**config.mk**
```make
export PLATFORM = sky130hd
export DESIGN_NAME = trimmed_mean_accumulator
export DESIGN_NICKNAME = d
export VERILOG_FILES = /design/src/design/tma_pkg.sv /design/src/design/tma_ctrl.sv /design/src/design/tma_dp.sv /design/src/design/trimmed_mean_accumulator.sv
export VERILOG_INCLUDE_DIRS = /design/src /design/src/design
export SDC_FILE = /design/constraint.sdc
export NUM_CORES = 1
export LEC_CHECK = 0
export ABC_AREA = 1
export BUFFER_PORTS_ARGS = -buffer_cell sky130_fd_sc_hd__buf_2
export CAP_MARGIN = 20
export CORE_ASPECT_RATIO = 1.1
export CORE_MARGIN = 3
export CORE_UTILIZATION = 32
export CTS_CLUSTER_SIZE = 24
export DETAILED_ROUTE_END_ITERATION = 6
export PLACE_DENSITY = 0.5
export SLEW_MARGIN = 0
export SYNTH_ARGS = -nofsm -noshare
export SYNTH_HDL_FRONTEND = slang
export SYNTH_SLANG_ARGS = --single-unit
```
**constraint.sdc**
```tcl
create_clock -name clk -period 5.2 [get_ports clk]
set_input_delay 0 -clock clk [delete_from_list [all_inputs] [get_ports clk]]
set_output_delay 0 -clock clk [all_outputs]
set_load 0.02 [all_outputs]
```
**src/design/trimmed_mean_accumulator_defines.svh**
```systemverilog
// assertion macros shared by the block
`ifndef TRIMMED_MEAN_ACCUMULATOR_DEFINES_SVH
`define TRIMMED_MEAN_ACCUMULATOR_DEFINES_SVH

// same-cycle implication, checked outside reset
`define TMA_ASSERT_NOW(label, ante, cons, msg) \
  label: assert property (@(posedge clk) disable iff (rst) (ante) |-> (cons)) \
    else $error(msg);

// next-cycle implication, checked outside reset
`define TMA_ASSERT_NEXT(label, ante, cons, msg) \
  label: assert property (@(posedge clk) disable iff (rst) (ante) |=> (cons)) \
    else $error(msg);

`endif

```
**src/design/tma_pkg.sv**
```systemverilog
package tma_pkg;

  localparam int SAMPLE_BITS_DEF   = 16;
  localparam int COUNT_BITS_DEF    = 16;
  localparam int FRACTION_BITS_DEF = 8;

  localparam int SAMPLE_W = 16;
  localparam int AVG_W    = 24;
  localparam int MODE_W   = 2;

  localparam logic [MODE_W-1:0] MODE_ADD = 2'd0;
  localparam logic [MODE_W-1:0] MODE_AVG = 2'd1;
  localparam logic [MODE_W-1:0] MODE_CLR = 2'd2;

  typedef enum logic [1:0] {
    S_IDLE,
    S_DIV,
    S_DONE
  } state_t;

  typedef struct packed {
    logic add;
    logic clear;
    logic load_div;
    logic step_div;
    logic load_out;
  } cmd_t;

  typedef struct packed {
    logic div_last;
    logic out_busy;
  } status_t;

endpackage

```
**src/design/tma_ctrl.sv**
```systemverilog
module tma_ctrl (
  input  logic                        clk,
  input  logic                        rst,
  input  logic                        in_valid,
  input  logic [tma_pkg::MODE_W-1:0]  mode,
  output logic                        in_stall,
  input  tma_pkg::status_t            st,
  output tma_pkg::cmd_t               cmd
);
  import tma_pkg::*;

  state_t state, state_next;

  always_ff @(posedge clk) begin
    if (rst) begin
      state <= S_IDLE;
    end else begin
      state <= state_next;
    end
  end

  always_comb begin
    state_next = state;
    unique case (state)
      S_IDLE: begin
        if (in_valid && mode == MODE_AVG) begin
          state_next = S_DIV;
        end
      end
      S_DIV: begin
        if (st.div_last) begin
          state_next = S_DONE;
        end
      end
      S_DONE: begin
        if (!st.out_busy) begin
          state_next = S_IDLE;
        end
      end
      default: state_next = S_IDLE;
    endcase
  end

  always_comb begin
    in_stall = 1'b1;
    cmd      = '0;
    unique case (state)
      S_IDLE: begin
        in_stall = 1'b0;
        if (in_valid) begin
          unique case (mode)
            MODE_ADD: cmd.add      = 1'b1;
            MODE_AVG: cmd.load_div = 1'b1;
            MODE_CLR: cmd.clear    = 1'b1;
            default:  cmd          = '0;
          endcase
        end
      end
      S_DIV: begin
        cmd.step_div = 1'b1;
      end
      S_DONE: begin
        cmd.load_out = !st.out_busy;
      end
      default: cmd = '0;
    endcase
  end

endmodule

```
**src/design/tma_dp.sv**
```systemverilog
module tma_dp #(
  parameter int SAMPLE_BITS   = tma_pkg::SAMPLE_BITS_DEF,
  parameter int COUNT_BITS    = tma_pkg::COUNT_BITS_DEF,
  parameter int FRACTION_BITS = tma_pkg::FRACTION_BITS_DEF
) (
  input  logic                               clk,
  input  logic                               rst,
  input  tma_pkg::cmd_t                      cmd,
  output tma_pkg::status_t                   st,
  input  logic        [tma_pkg::SAMPLE_W-1:0] sample,
  output logic                               out_valid,
  input  logic                               out_stall,
  output logic signed [tma_pkg::AVG_W-1:0]   average,
  output logic                               had_samples,
  output logic                               count_overflowed
);
  import tma_pkg::*;

  localparam int SUM_W = SAMPLE_BITS + COUNT_BITS;
  localparam int NW    = SUM_W + 1;
  localparam int DW    = NW + FRACTION_BITS;
  localparam int CNT_W = $clog2(DW);
  localparam int QW    = (DW > AVG_W) ? DW : AVG_W;

  localparam logic signed [SAMPLE_BITS-1:0] SMP_MAX = {1'b0, {(SAMPLE_BITS-1){1'b1}}};
  localparam logic signed [SAMPLE_BITS-1:0] SMP_MIN = {1'b1, {(SAMPLE_BITS-1){1'b0}}};
  localparam logic [QW-1:0] MAG_MAX = QW'(1) << (AVG_W - 1);

  // running state
  logic signed [SUM_W-1:0]       sum;
  logic signed [SAMPLE_BITS-1:0] smin;
  logic signed [SAMPLE_BITS-1:0] smax;
  logic        [COUNT_BITS-1:0]  count;
  logic                          dropped;

  // divider state; dq holds the dividend and collects quotient bits
  logic [DW-1:0]         dq;
  logic [COUNT_BITS-1:0] rem;
  logic [COUNT_BITS-1:0] dsr;
  logic [CNT_W-1:0]      step_cnt;
  logic                  neg;
  logic                  had_r;
  logic                  drop_r;

  // sample bits beyond the port are zero when SAMPLE_BITS is wider
  logic        [SAMPLE_BITS+SAMPLE_W-1:0] smp_ext;
  logic signed [SAMPLE_BITS-1:0]          s;
  logic signed [NW-1:0]                   num;
  logic        [NW-1:0]                   mag;
  logic        [COUNT_BITS:0]             trial;
  logic                                   qbit;
  logic        [QW-1:0]                   q_ext;
  logic        [QW-1:0]                   q_sat;
  logic        [AVG_W-1:0]                avg_val;

  assign smp_ext = {{SAMPLE_BITS{1'b0}}, sample};
  assign s       = smp_ext[SAMPLE_BITS-1:0];

  always_comb begin
    if (count > COUNT_BITS'(2)) begin
      num = NW'(sum) - NW'(smin) - NW'(smax);
    end else begin
      num = NW'(sum);
    end
    mag = num[NW-1] ? NW'(-num) : NW'(num);
  end

  assign trial = {rem, dq[DW-1]};
  assign qbit  = trial >= {1'b0, dsr};

  always_comb begin
    q_ext = QW'(dq);
    if (neg) begin
      q_sat   = (q_ext > MAG_MAX) ? MAG_MAX : q_ext;
      avg_val = AVG_W'(-q_sat[AVG_W-1:0]);
    end else begin
      q_sat   = (q_ext > MAG_MAX - QW'(1)) ? MAG_MAX - QW'(1) : q_ext;
      avg_val = q_sat[AVG_W-1:0];
    end
  end

  assign st.div_last = step_cnt == CNT_W'(DW - 1);
  assign st.out_busy = out_valid && out_stall;

  always_ff @(posedge clk) begin
    if (rst || cmd.clear || cmd.load_div) begin
      sum     <= '0;
      smin    <= SMP_MAX;
      smax    <= SMP_MIN;
      count   <= '0;
      dropped <= 1'b0;
    end else if (cmd.add) begin
      if (count == '1) begin
        dropped <= 1'b1;
      end else begin
        sum   <= sum + SUM_W'(s);
        count <= count + COUNT_BITS'(1);
        if (s > smax) begin
          smax <= s;
        end
        if (s < smin) begin
          smin <= s;
        end
      end
    end
  end

  always_ff @(posedge clk) begin
    if (cmd.load_div) begin
      rem      <= '0;
      step_cnt <= '0;
      had_r    <= count != '0;
      drop_r   <= dropped;
      if (count == '0) begin
        // empty: divide zero by one
        dq  <= '0;
        dsr <= COUNT_BITS'(1);
        neg <= 1'b0;
      end else begin
        dq  <= DW'(mag) << FRACTION_BITS;
        dsr <= (count > COUNT_BITS'(2)) ? count - COUNT_BITS'(2) : count;
        neg <= num[NW-1];
      end
    end else if (cmd.step_div) begin
      rem      <= qbit ? COUNT_BITS'(trial - {1'b0, dsr}) : trial[COUNT_BITS-1:0];
      dq       <= {dq[DW-2:0], qbit};
      step_cnt <= step_cnt + CNT_W'(1);
    end
  end

  always_ff @(posedge clk) begin
    if (rst) begin
      out_valid <= 1'b0;
    end else if (cmd.load_out) begin
      out_valid <= 1'b1;
    end else if (!out_stall) begin
      out_valid <= 1'b0;
    end
  end

  always_ff @(posedge clk) begin
    if (cmd.load_out) begin
      average          <= avg_val;
      had_samples      <= had_r;
      count_overflowed <= drop_r;
    end
  end

endmodule

```
**src/design/trimmed_mean_accumulator.sv**
```systemverilog
// Trimmed-mean accumulator. Add-sample, clear and unused-mode items give no result and do
// not stall the input. An average item runs a restoring divider that makes one quotient
// bit per cycle over SAMPLE_BITS + COUNT_BITS + FRACTION_BITS + 1 steps (41 at the defaults),
// then moves the result into the output register once no earlier result is held there by
// out_stall; the input stalls until then, and only after that is the next item taken.
// Samples keep being accepted while a finished result waits to be taken. The average is
// signed fixed point with FRACTION_BITS fraction bits, truncated toward zero and saturated
// to 24 bits; with more than two samples the smallest and largest are left out.
`include "trimmed_mean_accumulator_defines.svh"

module trimmed_mean_accumulator #(
  parameter int SAMPLE_BITS   = tma_pkg::SAMPLE_BITS_DEF,
  parameter int COUNT_BITS    = tma_pkg::COUNT_BITS_DEF,
  parameter int FRACTION_BITS = tma_pkg::FRACTION_BITS_DEF
) (
  input  logic                                clk,
  input  logic                                rst,
  input  logic                                in_valid,
  output logic                                in_stall,
  input  logic        [tma_pkg::MODE_W-1:0]   mode,
  input  logic        [tma_pkg::SAMPLE_W-1:0] sample,
  output logic                                out_valid,
  input  logic                                out_stall,
  output logic signed [tma_pkg::AVG_W-1:0]    average,
  output logic                                had_samples,
  output logic                                count_overflowed
);
  import tma_pkg::*;

  cmd_t    cmd;
  status_t st;

  tma_ctrl u_ctrl (
    .clk      (clk),
    .rst      (rst),
    .in_valid (in_valid),
    .mode     (mode),
    .in_stall (in_stall),
    .st       (st),
    .cmd      (cmd)
  );

  tma_dp #(
    .SAMPLE_BITS   (SAMPLE_BITS),
    .COUNT_BITS    (COUNT_BITS),
    .FRACTION_BITS (FRACTION_BITS)
  ) u_dp (
    .clk              (clk),
    .rst              (rst),
    .cmd              (cmd),
    .st               (st),
    .sample           (sample),
    .out_valid        (out_valid),
    .out_stall        (out_stall),
    .average          (average),
    .had_samples      (had_samples),
    .count_overflowed (count_overflowed)
  );

  // an average request keeps the input side busy while the divider runs
  `TMA_ASSERT_NEXT(a_avg_busy, in_valid && !in_stall && mode == MODE_AVG, in_stall, "input taken during divide")

  // a new result only appears after divider work
  `TMA_ASSERT_NOW(a_result_after_div, $rose(out_valid), $past(in_stall), "result without divide")

  // empty average reads zero and cannot have dropped samples
  `TMA_ASSERT_NOW(a_empty_zero, out_valid && !had_samples, average == '0 && !count_overflowed, "empty average not zero")

endmodule

```
==> results.json, run 1 <==
{
  "outcome": "finished clean",
  "fp-row-count": 86,
  "ys_ff_latch": 192,
  "io_pins": 50,
  "wire_per_inst_microns": 15.2,
  "yosysTopAreaCell": "edfxtp_1",
  "syn_to_final_growth_pct": 10.6,
  "cts_resized": 0,
  "place_congestion": 0.875,
  "synth_top_area_frac": 0.159,
  "finalHoldViolCount": 0,
  "cts_sinks": 192,
  "tightest_slew_ns": 0.866,
  "cts_tree": "yes",
  "first_iter_violations": 824,
  "wl_mm": 47.2,
  "critPathArrivalTime_ns": 4.41,
  "htree_levels": 4,
  "path_clk_slew_ns": 0.08,
  "antenna_cells": 0,
  "avgSynthCellArea_sq_um": 6.85,
  "synth_flop_cell": "dfxtp_1",
  "clock_latency_ns": 0.51,
  "cts_buffer_depth": 2,
  "nFillCells": 5413,
  "synth_edf_count": 86,
  "seq_area_frac_synth": 0.289,
  "max_freq_mhz": 240,
  "cap_violations": 0,
  "async_reset_ff_frac": 0,
  "grt_pass1_vias": 14500,
  "path_class": "reg2reg",
  "p_leak_nw": 8.89,
  "r2r_end": "u_dp.dq[15]$_DFFE_PP_",
  "cp_common_cell": "nand2_1",
  "portBuffers": 49,
  "ys_top_cells_by_count": "nand2_1 (616), inv_1 (373), nor2_1 (231)",
  "grt_first_pass_wirelength_mm": 76.8,
  "layout.nets": 2603,
  "num_vias": 15000,
  "yosys_warnings": 0,
  "setup_violations": 0,
  "start_util": 0.324,
  "min-delay-start": "in_valid",
  "dp.final_hpwl_mm": 37.7,
  "peakVddDrop_v": 0.000255,
  "hp-class": "in2reg",
  "yosysMostFrequentCell": "nand2_1",
  "worstHoldPathCells": 5,
  "critPathLaunchType": "register",
  "via_per_inst": 4.84,
  "syn_inst": 2377,
  "cp_cell_sequence": "inv_1, buf_4, fa_1, ha_1, nand2_1, nor2_1, inv_1, nor3_1, a21oi_1, nand2_1, nand2_1, a21oi_4, o21ai_0, xor2_1, nand2_1, o21ai_1",
  "skew_ns": 0.0166,
  "p_per_area_mw_per_mm2": 282,
  "antenna_found_initial": 0,
  "yosysUniqueCellTypes": 56,
  "grt_overflow": 0,
  "min_period_over_period": 0.802,
  "synthTopCellsByArea": "edfxtp_1 (16%), nand2_1 (14%), dfxtp_1 (13%)",
  "slowest_stage": "a21oi_4",
  "root_buffer": "clkbuf_16",
  "min_to": "u_dp.step_cnt[2]$_SDFFE_PP0P_",
  "syn-cell-area_sq_mm": 0.0163,
  "die_x_microns": 221,
  "layout-drive-gt1-share": 0.0595,
  "end_kind": "register",
  "ant_nets": 0,
  "rsz0062_at_grt": "no",
  "cp_max_fo": 25,
  "final.min_clock_period_ns": 4.17,
  "dieArea_sq_mm": 0.0536,
  "grt_use_total": 0.177,
  "final_cells": 3099,
  "drc": 0,
  "relSlewSlack": 0.421,
  "tns_ns": 0,
  "grt_max_degree": 61,
  "synth_nets": 2554,
  "slew_viol_final": 0,
  "core_sq_mm": 0.0503,
  "worstReg2RegStart": "u_dp.smin[15]$_SDFFE_PP0P_",
  "worstPathRequired_ns": 5.44,
  "reg2reg_slack_ns": 1.03,
  "cts_buffers": 17,
  "dp_cells": 3046,
  "die_h_microns": 243,
  "dr.pass1.iters": 5,
  "cpPeakStageDelay_ns": 0.56,
  "r2r_cells": 16
}
-- worst max-delay path, delay by kind of cell (launching register included) --
family	cells	cell delay (ns)
compound gates	4	0.95
xor+xnor	1	0.19
fa+ha+maj	2	0.83
buf+inv	3	0.90
flops	1	0.30
simple gates	6	0.70
-- per-layer routing --
metal  vias to the layer above  track usage  wire (microns)  share of wire
li1                       7847            -               -              -
met1                      6879        0.227           22400           0.48
met2                       227        0.305           22400           0.47
met3                        55       0.0275            1420          0.030
met4                         0       0.0587             965          0.020
met5                         -            0               0              0
-- repair_timing --
item / in CTS / in global routing
hold buffers: 20 / 0
hold endpoints to repair: 38 / 0
setup endpoints to repair: 0 / 0
setup buffers: 0 / 0
-- power breakdown --
part           switching, mW  leakage [nW]  total (mW)  internal (mW)
clock                  0.732         0.292        1.39          0.656
sequential            0.0797          1.66        1.76           1.68
combinational           1.28          6.94        1.93          0.645
-- layout make-up --
class / instances / area, sq um / area share
Multi-Input combinational cell: 1751 / 9890 / 0.549
Sequential cell: 192 / 4700 / 0.261
Inverter: 382 / 1430 / 0.0796
Tap cell: 660 / 826 / 0.0458
Timing Repair Buffer: 82 / 551 / 0.0306
Clock buffer: 17 / 425 / 0.0236
Clock inverter: 15 / 183 / 0.0101
-- layout by cell type (no fill, tap or decap), drive strengths merged, types with 13 or more instances in the layout --
| master | synthesis | final |
|---|---|---|
| nand2 | 628 | 628 |
| inv | 377 | 386 |
| nor2 | 245 | 245 |
| a21oi | 161 | 161 |
| o21ai | 149 | 149 |
| nand3 | 130 | 130 |
| ha | 121 | 121 |
| dfxtp | 106 | 106 |
| edfxtp | 86 | 86 |
| buf | 18 | 62 |
| xor2 | 46 | 46 |
| nand4 | 36 | 36 |
| fa | 34 | 34 |
| nor3 | 34 | 34 |
| xnor2 | 28 | 28 |
| o211ai | 24 | 24 |
| dlygate4sd3 | 0 | 20 |
| clkbuf | 34 | 17 |
| nor4 | 16 | 16 |
| nand3b | 14 | 14 |
| or2 | 14 | 14 |
| o22ai | 13 | 13 |
-- per-stage QoR --
| step | setup slack (ns) | hold WS (ns) | total power [mW] | instance area (sq um) | utilization |
|---|---|---|---|---|---|
| after CTS | 0.983 | 0.245 | 5.14 | 18000 | 0.358 |
| after global routing | 0.577 | 0.307 | 5.48 | 18000 | 0.358 |
| after floorplan | 1.49 | 0.0691 | 3.24 | 16300 | - |
| after global placement | 1.03 | 0.268 | 3.70 | 17200 | 0.342 |
| after detailed placement | 0.993 | 0.279 | 3.71 | 17200 | 0.342 |
| final | 1.03 | 0.269 | 5.08 | 18000 | 0.358 |
-- worst max path at each step --
stage / start / slack (ns) / to
4_1_cts: u_dp.smin[15]$_SDFFE_PP0P_ / 0.98 / u_dp.dq[15]$_DFFE_PP_
3_3_place_gp: u_dp.smin[15]$_SDFFE_PP0P_ / 1.03 / u_dp.dq[35]$_DFFE_PP_
3_5_place_dp: u_dp.smin[15]$_SDFFE_PP0P_ / 0.99 / u_dp.dq[39]$_DFFE_PP_
2_1_floorplan: u_dp.smax[15]$_SDFFE_PP1P_ / 1.49 / u_dp.dq[15]$_DFFE_PP_
6_report: u_dp.smin[15]$_SDFFE_PP0P_ / 1.03 / u_dp.dq[15]$_DFFE_PP_
5_1_grt: u_dp.smin[15]$_SDFFE_PP0P_ / 0.58 / u_dp.dq[15]$_DFFE_PP_
-- state kept, by name, indices dropped and copies added, names as in the netlist, 2 cells and up --
name / count
u_ctrl.state: 2
u_dp.smin: 16
u_dp.dq: 41
u_dp.sum: 32
u_dp.step_cnt: 6
u_dp.smax: 16
u_dp.count: 16
u_dp.dsr: 16
u_dp.average: 24
u_dp.rem: 16
-- cells by family after synthesis --
family          count (synthesis)  synth area share
compound gates                395             0.136
xor+xnor                       74            0.0398
fa+ha+maj                     155             0.135
buf+inv                       434             0.105
flops                         192             0.289
simple gates                 1127             0.296
Note: power is estimated with default switching activity, not from simulation.
==> run 2, diff against run 1 <==
==> constraint.sdc (replaced) <==
create_clock -name clk -period 4.3 [get_ports clk]
set_input_delay 0 -clock clk [delete_from_list [all_inputs] [get_ports clk]]
set_output_delay 0 -clock clk [all_outputs]
set_load 0.02 [all_outputs]
==> run 2 against run 1 <==
Net effect:
- combinational power rose by 23%
- die area unchanged
- worst hold slack got worse by 0.22 ns
- global-route usage hardly changed
- sequential power rose by 21%
- power is 23% higher
- register-to-register slack got worse by 0.64 ns
- non-clock buffer count up 11
==> results.json, run 2 (synthesized netlist as in run 1, its figures left out) <==
{
  "num_vias": 15300,
  "rsz0062_at_grt": "no",
  "portBuffers": 49,
  "regArea_sq_mm": 0.00470,
  "grt_max_degree": 61,
  "wl_mm": 48.0,
  "io_pins": 50,
  "largest_reg_flops": 41,
  "grt_first_pass_wirelength_mm": 76.9,
  "antenna_cells": 0,
  "pre_cts_slack_ns": 0.240,
  "dr.pass1.iters": 5,
  "first_iter_violations": 1081,
  "setup_slack_ns": 0.395,
  "cp_max_fo": 11,
  "path_clk_slew_ns": 0.08,
  "wire_per_inst_microns": 15.4,
  "grt_use_total": 0.177,
  "setup_violations": 0,
  "dp_cells": 3057,
  "final.min_clock_period_ns": 3.91,
  "syn_to_final_growth_pct": 11.4,
  "cts_buffers": 17,
  "skew_ns": 0.0154,
  "cts_buffer_depth": 2,
  "ant_nets": 0,
  "fp-row-count": 86,
  "min_period_over_period": 0.908,
  "tightest_slew_ns": 1.01,
  "worstPathRequired_ns": 4.68,
  "start_util": 0.324,
  "tns_ns": 0,
  "p_leak_nw": 8.95,
  "finalHoldViolCount": 0,
  "hold_slack_ns": 0.0465,
  "core_sq_mm": 0.0503,
  "max_freq_mhz": 256,
  "relSlewSlack": 0.328,
  "grt_overflow": 0,
  "layout.nets": 2615,
  "nFillCells": 5359,
  "top_regs": "u_dp.dq (41), u_dp.sum (32), u_dp.average (24)",
  "place_congestion": 0.920,
  "dp.final_hpwl_mm": 38.0,
  "final_common_cell": "nand2_1",
  "via_per_inst": 4.92,
  "antenna_found_initial": 0,
  "die_h_microns": 243,
  "cap_violations": 0,
  "root_buffer": "clkbuf_16",
  "top_register": "u_dp.dq",
  "cts_sinks": 192,
  "peakVddDrop_v": 0.000275,
  "dieArea_sq_mm": 0.0536,
  "outcome": "finished clean",
  "htree_levels": 4,
  "mostFrequentLayoutCells": "nand2_1 (616), inv_1 (373), nor2_1 (229)",
  "final_cells": 3111,
  "layout-drive-gt1-share": 0.0641,
  "hp-class": "in2reg",
  "end_kind": "register",
  "p_per_area_mw_per_mm2": 345,
  "grt_pass1_vias": 14500,
  "critPathLaunchType": "register",
  "drc": 0,
  "multi_input_area_sq_mm": 0.00990,
  "clock_latency_ns": 0.50,
  "path_class": "reg2reg",
  "die_x_microns": 221,
  "cts_tree": "yes",
  "slew_viol_final": 0,
  "critPathArrivalTime_ns": 4.28
}
[run 2: cell count changes in the layout (fill, tap and decap cells not counted), moves of 2 or more]
| cell | change |
|---|---|
| inv_6 | -2 |
| clkinvlp_4 | +2 |
| clkinv_4 | -2 |
| inv_12 | -3 |
| inv_8 | +2 |
| buf_4 | +10 |
| buf_12 | +2 |
| bufinv_16 | +2 |
[run 2: worst max-delay path, cell delays in order, from the launching register on]
cell	delay [ns]
dfxtp_1	0.31
inv_1	0.04
buf_4	0.23
buf_4	0.26
fa_1	0.42
ha_1	0.42
nand2_1	0.15
nor2_1	0.24
nand2_1	0.11
nor2_1	0.24
nor2_1	0.09
nand3_1	0.07
nand3_1	0.07
nand2_1	0.18
inv_1	0.09
nor3_1	0.16
nand3_1	0.11
o31ai_1	0.39
buf_4	0.18
[run 2: per-stage QoR]
step | area (sq um) | utilization | power [mW]
floorplan | 16300 | - | 3.92
global placement | 17300 | 0.344 | 4.50
detailed placement | 17300 | 0.344 | 4.51
CTS | 18100 | 0.360 | 6.32
global route | 18100 | 0.361 | 6.74
finish | 18100 | 0.361 | 6.26
[run 2: path summary, 6_finish.rpt]
kind / slack (ns) / endpoint / cells after the start / start
setup / recovery: 0.39 / u_dp.dq[40]$_DFFE_PP_ / 18 / u_dp.smax[15]$_SDFFE_PP1P_
hold / removal: 0.05 / u_dp.dropped$_SDFFE_PP0P_ / 5 / mode[0]
hold reg to reg: 0.44 / u_dp.had_samples$_DFFE_PP_ / 0 / u_dp.had_r$_DFFE_PP_
setup reg to reg: 0.39 / u_dp.dq[40]$_DFFE_PP_ / 18 / u_dp.smax[15]$_SDFFE_PP1P_
[run 2: metal layers]
layer  routed length (microns)  vias to the layer above  share of wire  global-route usage
met5                         0                        -              0                   0
met4                      1480                        0          0.031              0.0724
met3                      1810                       79          0.038              0.0264
met2                     22600                      313           0.47               0.300
met1                     22100                     7051           0.46               0.227
li1                          -                     7859              -                   -
[run 2: where the power goes]
part	switching, mW	internal [mW]	total, mW
clock	0.859	0.895	1.75
combinational	1.59	0.790	2.38
sequential	0.0887	2.04	2.13
total	2.54	3.72	6.26
[run 2: layout make-up]
cell class                      instances  area share
Inverter                              382      0.0790
Multi-Input combinational cell       1752       0.545
Clock buffer                           17      0.0234
Timing Repair Buffer                   93      0.0355
Sequential cell                       192       0.259
Clock inverter                         15      0.0117
Tap cell                              660      0.0455
[run 2: what timing repair did]
action / 4_1_cts / 5_1_grt
hold buffers: 19 / 0
setup endpoints to repair: 0 / 9
endpoints found under the hold margin: 39 / 0
buffers inserted: 0 / 2
gates resized for setup: 0 / 0
==> run 3, diff against run 2 <==
--- a/config.mk
+++ b/config.mk
@@ -14,6 +14,7 @@
 export CORE_UTILIZATION = 32
 export CTS_CLUSTER_SIZE = 24
 export DETAILED_ROUTE_END_ITERATION = 6
+export HOLD_SLACK_MARGIN = 0.06
 export PLACE_DENSITY = 0.5
 export SLEW_MARGIN = 0
 export SYNTH_ARGS = -nofsm -noshare
==> run 3 against run 2 <==
Net effect:
- combinational power about the same
- clock power about the same
- power about the same
- non-clock buffer count up 1
==> results.json, run 3 (synthesized netlist as in run 1, its figures left out) <==
{
  "max_freq_mhz": 255,
  "layout.nets": 2616,
  "die_h_microns": 243,
  "hp-class": "in2reg",
  "clock_latency_ns": 0.50,
  "min_period_over_period": 0.910,
  "dp.final_hpwl_mm": 38.0,
  "cpPeakStageDelay_ns": 0.42,
  "setup.worst_path.start": "u_dp.smax[15]$_SDFFE_PP1P_",
  "tns_ns": 0,
  "path_class": "reg2reg",
  "critPathArrivalTime_ns": 4.29,
  "cts_buffer_depth": 2,
  "cts_resized": 0,
  "grt_pass1_vias": 14500,
  "start_util": 0.324,
  "io_pins": 50,
  "comb_power_share": 0.380,
  "cts_buffers": 17,
  "via_per_inst": 4.91,
  "crit_family": "simple AND/OR/NAND/NOR gates",
  "setup_violations": 0,
  "dp_cells": 3057,
  "sequentialPowerShare": 0.339,
  "utilization": 0.361,
  "relSlewSlack": 0.329,
  "htree_levels": 4,
  "cts_sinks": 192,
  "rsz0062_at_grt": "no",
  "path_clk_slew_ns": 0.08,
  "grt_use_total": 0.178,
  "skew_ns": 0.0156,
  "largest_reg_flops": 41,
  "cp.depth": 18,
  "final.min_clock_period_ns": 3.91,
  "critPathLaunchType": "register",
  "first_iter_violations": 1006,
  "peakVddDrop_v": 0.000276,
  "cts_tree": "yes",
  "wl_mm": 48.0,
  "place_congestion": 0.920,
  "grt_overflow": 0,
  "portBuffers": 49,
  "grt_max_degree": 61,
  "num_vias": 15300,
  "antenna_found_initial": 0,
  "nFillCells": 5358,
  "final_cells": 3112,
  "p_per_area_mw_per_mm2": 345,
  "finalHoldViolCount": 0,
  "final_common_cell": "nand2_1",
  "worstHoldPathCells": 6,
  "slew_viol_final": 0,
  "outcome": "finished clean",
  "slowest_stage": "fa_1",
  "fp-row-count": 86,
  "wire_per_inst_microns": 15.4,
  "r2r_end": "u_dp.dq[40]$_DFFE_PP_",
  "cp_max_fo": 11,
  "switchingPower_mw": 2.54,
  "mostFrequentLayoutCells": "nand2_1 (616), inv_1 (373), nor2_1 (229)",
  "pre_cts_slack_ns": 0.240,
  "tightest_slew_ns": 1.01,
  "pwr-share-clk": 0.281,
  "end_kind": "register",
  "p_int_mw": 3.72,
  "p_sw_frac": 0.406,
  "reg2reg_slack_ns": 0.39,
  "syn_to_final_growth_pct": 11.5,
  "top_register": "u_dp.dq",
  "worstPathRequired_ns": 4.68,
  "top_regs": "u_dp.dq (41), u_dp.sum (32), u_dp.average (24)",
  "root_buffer": "clkbuf_16",
  "grt_first_pass_wirelength_mm": 76.9,
  "endpoint": "u_dp.dq[40]$_DFFE_PP_",
  "setup_slack_ns": 0.386,
  "die_x_microns": 221,
  "drc": 0,
  "dieArea_sq_mm": 0.0536,
  "core_sq_mm": 0.0503,
  "dr.pass1.iters": 5,
  "p_leak_nw": 8.96,
  "worstReg2RegStart": "u_dp.smax[15]$_SDFFE_PP1P_",
  "crit_buf_inv": 5,
  "ant_nets": 0,
  "antenna_cells": 0,
  "cp_cell_sequence": "inv_1, buf_4, buf_4, fa_1, ha_1, nand2_1, nor2_1, nand2_1, nor2_1, nor2_1, nand3_1, nand3_1, nand2_1, inv_1, nor3_1, nand3_1, o31ai_1, buf_4",
  "cap_violations": 0,
  "r2r_cells": 18,
  "layout-drive-gt1-share": 0.0640
}
-- run 3: cell count changes in the layout (fill, tap and decap cells not counted), sizes merged --
cell,delta
dlygate4sd3,+1
-- run 3: repair_timing --
item | 4_1_cts | 5_1_grt
setup buffers | 0 | 2
hold buffers | 20 | 0
endpoints found under the hold margin | 40 | 0
endpoints found under the setup margin | 0 | 9
-- run 3: how the worst min path moves through the flow --
| stage | from | end | slack [ns] |
|---|---|---|---|
| 3_5_place_dp | rst | u_ctrl.state[0]$_SDFFE_PP0P_ | 0.27 |
| 2_1_floorplan | rst | u_ctrl.state[0]$_SDFFE_PP0P_ | 0.07 |
| 3_3_place_gp | rst | u_ctrl.state[0]$_SDFFE_PP0P_ | 0.26 |
| 6_report | mode[0] | u_dp.count[6]$_SDFFE_PP0P_ | 0.17 |
| 4_1_cts | mode[0] | u_dp.count[6]$_SDFFE_PP0P_ | 0.12 |
| 5_1_grt | mode[0] | u_dp.count[6]$_SDFFE_PP0P_ | 0.19 |
-- run 3: per-layer routing --
layer / wire [microns] / global-route usage / up-vias
met4: 1520 / 0.0724 / 0
met2: 22500 / 0.300 / 325
met5: 0 / 0 / -
met3: 1700 / 0.0264 / 80
li1: - / - / 7866
met1: 22200 / 0.227 / 7004
-- run 3: cell type report --
| cell class | count | area, sq um | share of cell area |
|---|---|---|---|
| clock buffer | 17 | 425 | 0.0234 |
| timing repair buffer | 94 | 654 | 0.0360 |
| tap | 660 | 826 | 0.0455 |
| clock inverter | 15 | 213 | 0.0117 |
| inverter | 382 | 1430 | 0.0790 |
| multi-input combinational | 1752 | 9900 | 0.545 |
| sequential | 192 | 4700 | 0.259 |
-- run 3: through the flow --
| step | total power [mW] | hold WS, ns | instance area [sq um] |
|---|---|---|---|
| floorplan | 3.92 | 0.0691 | 16300 |
| global placement | 4.50 | 0.263 | 17300 |
| detailed placement | 4.51 | 0.275 | 17300 |
| CTS | 6.32 | 0.122 | 18100 |
| global route | 6.74 | 0.187 | 18200 |
| finish | 6.26 | 0.167 | 18200 |
-- run 3: power by group through the flow --
stage,logic (mW),clock network (mW),registers [mW]
6_report,2.38,1.76,2.13
3_5_place_dp,2.34,0,2.17
5_1_grt,2.72,1.88,2.14
2_1_floorplan,1.78,0,2.14
3_3_place_gp,2.34,0,2.17
4_1_cts,2.37,1.83,2.13
-- run 3: tightest hold or removal path, stage by stage --
cell and delay, ns:
buf_2 0.10, nor4_1 0.08, nand2_1 0.09, inv_1 0.14, nand2_1 0.13, a21oi_1 0.07
